File: config.mk
export PLATFORM = sky130hd
export DESIGN_NAME = hbds_merge
export DESIGN_NICKNAME = d
export VERILOG_FILES = /design/src/halfband_decimator_stereo_top_assert.svh /design/src/hbds_pkg.sv /design/src/hbds_merge.sv
export SDC_FILE = /design/constraint.sdc
export NUM_CORES = 1
export LEC_CHECK = 0
export ABC_AREA = 1
export BUFFER_PORTS_ARGS = -buffer_cell sky130_fd_sc_hd__buf_2
export CORE_ASPECT_RATIO = 0.5
export CORE_MARGIN = 2
export CORE_UTILIZATION = 46
export CTS_BUF_LIST = sky130_fd_sc_hd__clkbuf_2
export DETAILED_ROUTE_END_ITERATION = 10
export PLACE_DENSITY = 0.86
export SLEW_MARGIN = 20
export SYNTH_ARGS = -nofsm -noshare
export SYNTH_HDL_FRONTEND = slang
export SYNTH_SLANG_ARGS = --single-unit
File: constraint.sdc
create_clock -name clk -period 1.1 [get_ports clk]
set_input_delay 0.33 -clock clk [delete_from_list [all_inputs] [get_ports clk]]
set_output_delay 0.33 -clock clk [all_outputs]
set_load 0.03 [all_outputs]
File: src/halfband_decimator_stereo_top_assert.svh
// ----------------------------------------------------------------------------
// halfband decimator assertion macros
// shared property forms for the stereo half-band decimator checks
// ----------------------------------------------------------------------------
`ifndef HALFBAND_DECIMATOR_STEREO_TOP_ASSERT_SVH
`define HALFBAND_DECIMATOR_STEREO_TOP_ASSERT_SVH

// same-cycle implication under reset
`define HBDS_ASSERT_NOW(lbl, ante, cons) \
	lbl: assert property (@(posedge clk) disable iff (!arst_n) (ante) |-> (cons)) \
		else $error("hbds check failed");

// next-cycle implication under reset
`define HBDS_ASSERT_NEXT(lbl, ante, cons) \
	lbl: assert property (@(posedge clk) disable iff (!arst_n) (ante) |=> (cons)) \
		else $error("hbds check failed");

`endif

File: src/hbds_pkg.sv
// ----------------------------------------------------------------------------
// hbds_pkg
// types, constants and coefficient table for the stereo half-band decimator
// ----------------------------------------------------------------------------
package hbds_pkg;

	localparam int SAMPLE_W    = 32;
	localparam int COEF_W      = 16;
	localparam int PROD_W      = SAMPLE_W + COEF_W;
	localparam int TAP_COUNT   = 15;
	localparam int SAMPLE_BITS = 32;
	localparam int NARROW_W    = 16;
	localparam int WIDEN_SHIFT = 12;
	localparam int FRAC_BITS   = 15;
	localparam int ROUND_HALF  = 16384;
	localparam int COEF_LEN    = 15;
	localparam int COEF_IDX_W  = $clog2(COEF_LEN);

	localparam int CFG_INDEX_W = 2;
	localparam int CFG_DATA_W  = 1;

	localparam logic [CFG_INDEX_W-1:0] CFG_DECIMATE = CFG_INDEX_W'(0);
	localparam logic [CFG_INDEX_W-1:0] CFG_NARROW   = CFG_INDEX_W'(1);

	localparam logic signed [COEF_W-1:0] HB_COEF [COEF_LEN] = '{
		16'sd0, 16'sd188, 16'sd0, -16'sd1595, 16'sd0, 16'sd9590, 16'sd0, 16'sd16384,
		16'sd0, 16'sd9590, 16'sd0, -16'sd1595, 16'sd0, 16'sd188, 16'sd0
	};

	typedef struct packed {
		logic valid;
		logic pass;
	} ctl_t;

	typedef struct packed {
		logic signed [SAMPLE_W-1:0] filt;
		logic signed [SAMPLE_W-1:0] wide;
	} lane_out_t;

	function automatic logic signed [COEF_W-1:0] hb_coef(input int t);
		logic signed [COEF_W-1:0] c;
		c = '0;
		if (t < COEF_LEN) begin
			c = HB_COEF[COEF_IDX_W'(t)];
		end
		return c;
	endfunction

endpackage

File: src/hbds_merge.sv
// ----------------------------------------------------------------------------
// hbds_merge
// combines the two lanes into one stereo result and holds it in the output register
// ----------------------------------------------------------------------------
module hbds_merge (
	input  logic                                 clk,
	input  logic                                 arst_n,
	input  logic                                 en,
	input  hbds_pkg::ctl_t                       ctl_s2,
	input  hbds_pkg::lane_out_t                  left_res,
	input  hbds_pkg::lane_out_t                  right_res,
	output logic                                 valid,
	output logic signed [hbds_pkg::SAMPLE_W-1:0] left_out,
	output logic signed [hbds_pkg::SAMPLE_W-1:0] right_out
);

	logic                                 valid_q;
	logic signed [hbds_pkg::SAMPLE_W-1:0] left_q;
	logic signed [hbds_pkg::SAMPLE_W-1:0] right_q;

	always_ff @(posedge clk or negedge arst_n) begin
		if (!arst_n) begin
			valid_q <= 1'b0;
		end else if (en) begin
			valid_q <= ctl_s2.valid;
		end
	end

	always_ff @(posedge clk) begin
		if (en) begin
			left_q  <= ctl_s2.pass ? left_res.wide  : left_res.filt;
			right_q <= ctl_s2.pass ? right_res.wide : right_res.filt;
		end
	end

	assign valid     = valid_q;
	assign left_out  = left_q;
	assign right_out = right_q;

endmodule

=== Word level (Yosys, flattened, before mapping) ===
Index checks and enable logic that the tools add are counted.

* Register bits: 65
* Input bits: 133
* Output and inout bits: 65
* Word-level logic and storage cells: 5

* Muxes and demuxes: 2

{| class="wikitable"
|+ Operators by type and width
! operator !! number
|-
| 2-to-1 mux 32 bit || 2
|}

=== Longest topological paths before layout ===
* Depth after elaboration: 1
* Depth in mapped cells: 4
* Mapped depth without buffers: 3

=== Worst setup path after synthesis ===
No wires, ideal clock.

* Kind: input port to flip-flop
* Start point: input port ctl_s2[0] (netlist name)
* End point: register left_q, in the netlist left_out[0] (data pin)
* Library setup time: 0.252 ns
* Data arrival time: 0.722 ns
* Data required time: 0.848 ns
* Slack: 0.126 ns
* Stages on the path: 4
* Cell sequence: buf_4 -> clkbuf_8 -> nand2_1 -> nand2_1

* Longest elaborated chain between the ends: 1

{| class="wikitable"
|+ RTL lines
! what !! line !! text
|-
| start: declaration || hbds_merge.sv:9 || <nowiki>input hbds_pkg::ctl_t ctl_s2,</nowiki>
|-
| 2-to-1 mux 32 bit || hbds_merge.sv:31 || <nowiki>left_q <= ctl_s2.pass ? left_res.wide : left_res.filt;</nowiki>
|-
| end signal: assignment || hbds_merge.sv:31 ||
|-
| end: declaration || hbds_merge.sv:18 || <nowiki>logic signed [hbds_pkg::SAMPLE_W-1:0] left_q;</nowiki>
|}

Every way passes these cells.
A chain may end at the register's enable or synchronous reset.

=== Worst setup path after layout ===
* Start point: register left_q, in the netlist left_out[31]
* End point: output port left_out[31] (netlist name)

{| class="wikitable"
|+ RTL lines
! what !! line !! text
|-
| end: declaration || hbds_merge.sv:13 || <nowiki>output logic signed [hbds_pkg::SAMPLE_W-1:0] left_out,</nowiki>
|}

No word-level cell between the ends.

==> metrics <==
status=complete, but fails checks; failing checks=setup timing; final WL=7550 um; TritonCTS clock tree=built; drt initial violations=140; Routed WL per cell=13.5 um; cell accounting for the most synthesized area=edfxtp_1; cts bufs inserted=9; Clk pin slew, worst setup/hold paths=approximately 0.16 ns; area used by multi-input combinational logic=732 sq um; clock skew=0 ns; Syn. warnings=0; unrepaired setup endpoints after global routing=yes; fraction of layout cells with a size suffix above 1=45.5%; Slew HR=82.3%; slowest stage delay, CP=approximately 0.46 ns; ys async rst share=1.54%; Final Total Pwr=5.96 mW; final slew viol count=0; first-pass GRT wire length=11600 um; FP Rows=20; crit-path max FO=1; Final min period=~1.4 ns; WHS=between 0.08 and 0.09 ns; Least-Margin Pin Slew=0.266 ns; Worst-Skew Late Latency=0.44 ns; initial antenna violation count=0; vias per cell=4.60; Distinct cells, synth=8; Layout area overhead=56.9%; ranking of synthesized cells by area=edfxtp_1, nand2_1, clkbuf_8; All-Layer GR Usage=22.8%; CP arrival=1.08 ns; WP data required=approximately 0.77 ns; via count=2577; Synth Register Bits=65; PortBufs=197; ANT cells=0; PD cells=1350 nW/um^2; Nets=611; Clock Path Buffers=2; syn_nets=408; cell with the most instances after synthesis=nand2_1; Die Width=114 um; Mapped Cells=between 200 and 300; DR pass1 iterations=4; sequential cell area=1950 sq um; worst hold path class=in -> reg; Max Cap Viol=0; cell area after synthesis=2810 sq um; Post-synth top cells=nand2_1, edfxtp_1, buf_2, clkbuf_8; EDFF count, synth=64; Hold Fails Final Rpt=0; CP bufs+invs=1; I/O pins=198; fmax=around 710 MHz; post-synth top area share=68.5%; Crit. Startpoint=left_out[31]$_DFFE_PP_; CP delay by family, top=flip-flops; vias in the first global route=2579; antenna-violating nets left=0; critical path class=reg -> out; syn avg cell area=between 10 and 15 sq um; Die Area=~6800 sq um; # H-tree levels=3; largest net degree at the start of global routing=65; global placer's final weighted congestion=0.779; total core area=around 6000 sq um; HP Start=ctl_s2[1]; post-synthesis sequential area ratio=69.4%; Final HPWL DP=5450 um; Initial Util=46.9%; CP endpoint kind=output port; Fillers=462; fin crit share=128%; CP max-delay cell=edfxtp_1; DRC=0; Clock Sinks=65; Die Y=59.2 um; GRT overflow=0; Max VDD drop=0.529 mV; final setup fails=65; worst reg2reg startpoint=valid$_DFFE_PN0P_; setup slack after layout=-0.311 ns; CP cell instances=buf_6; leakage power=roughly 2.3 nW; Root Buffer=clkbuf_2; critical path startpoint category=register; Post-synth top flop=edfxtp_1
==> state kept, by name, indices dropped and copies added (netlist names) <==
| name | count |
|---|---|
| left_out | 32 |
| valid | 1 |
| right_out | 32 |
==> layout by cell type, fill, tap and decap left out, drive strengths merged <==
cell,synthesis,layout
dlygate4sd3,0,1
bufinv,0,1
dfrtp,1,1
clkinv,0,3
buf,7,204
clkbuf,6,12
inv,2,2
edfxtp,64,64
nand2,195,195
==> metrics by stage <==
stage	setup TNS, ns	setup slack [ns]	utilization [%]	instance area, sq um	instances
finish	-16.14	-0.311	73.6	4400	560
global route	-21.28	-0.377	73.6	4400	560
CTS	-18.42	-0.335	73.6	4400	560
detailed placement	-0.0124	-0.0124	64.9	3880	543
global placement	0	0.0260	64.9	3880	543
floorplan	0	0.126	-	2810	275
==> per-layer routing <==
layer	up-vias	track usage, %	routed length, um
li1	1290	-	-
met1	1179	24.3	2740
met2	89	43.1	4270
met3	19	5.73	386
met4	0	11.5	160
met5	-	0	0
==> worst paths after layout <==
kind / endpoint / slack (ns) / depth (start not counted)
max in group asynchronous: valid$_DFFE_PN0P_ / 0.85 / 2
min: valid$_DFFE_PN0P_ / 0.08 / 3
max reg2reg: valid$_DFFE_PN0P_ / 0.46 / 2
min reg2reg: valid$_DFFE_PN0P_ / 0.54 / 2
max: left_out[31] / -0.31 / 1
min in group asynchronous: valid$_DFFE_PN0P_ / 0.17 / 2
==> kinds of logic (layout without fill, tap and decap cells) <==
logic type | Yosys count | count (layout) | share of synthesized area (%)
buf+inv | 15 | 223 | 4.55
simple gates | 195 | 195 | 26.1
flops | 65 | 65 | 69.4
==> power by group <==
group          switching, mW  internal (mW)
clock network          0.792          0.541
registers              0.106           2.99
logic                  0.842          0.686
==> what timing repair did <==
action / 4_1_cts / 5_1_grt
setup buffers: 0 / 0
resized for setup: 130 / 0
pin swaps: 0 / 0
hold buffers: 1 / 0
hold endpoints to repair: 1 / 0
setup endpoints to repair: 65 / 65
cloned: 0 / 0
==> final cells by class <==
class                      count  area share (%)
tap                           77            2.19
clock buffer                  12            1.36
timing repair buffer         205            34.5
clock inverter                 4           0.994
inverter                       2           0.170
sequential                    65            44.2
multi-input combinational    195            16.6
No activity file was read; power rests on OpenSTA's default activity.
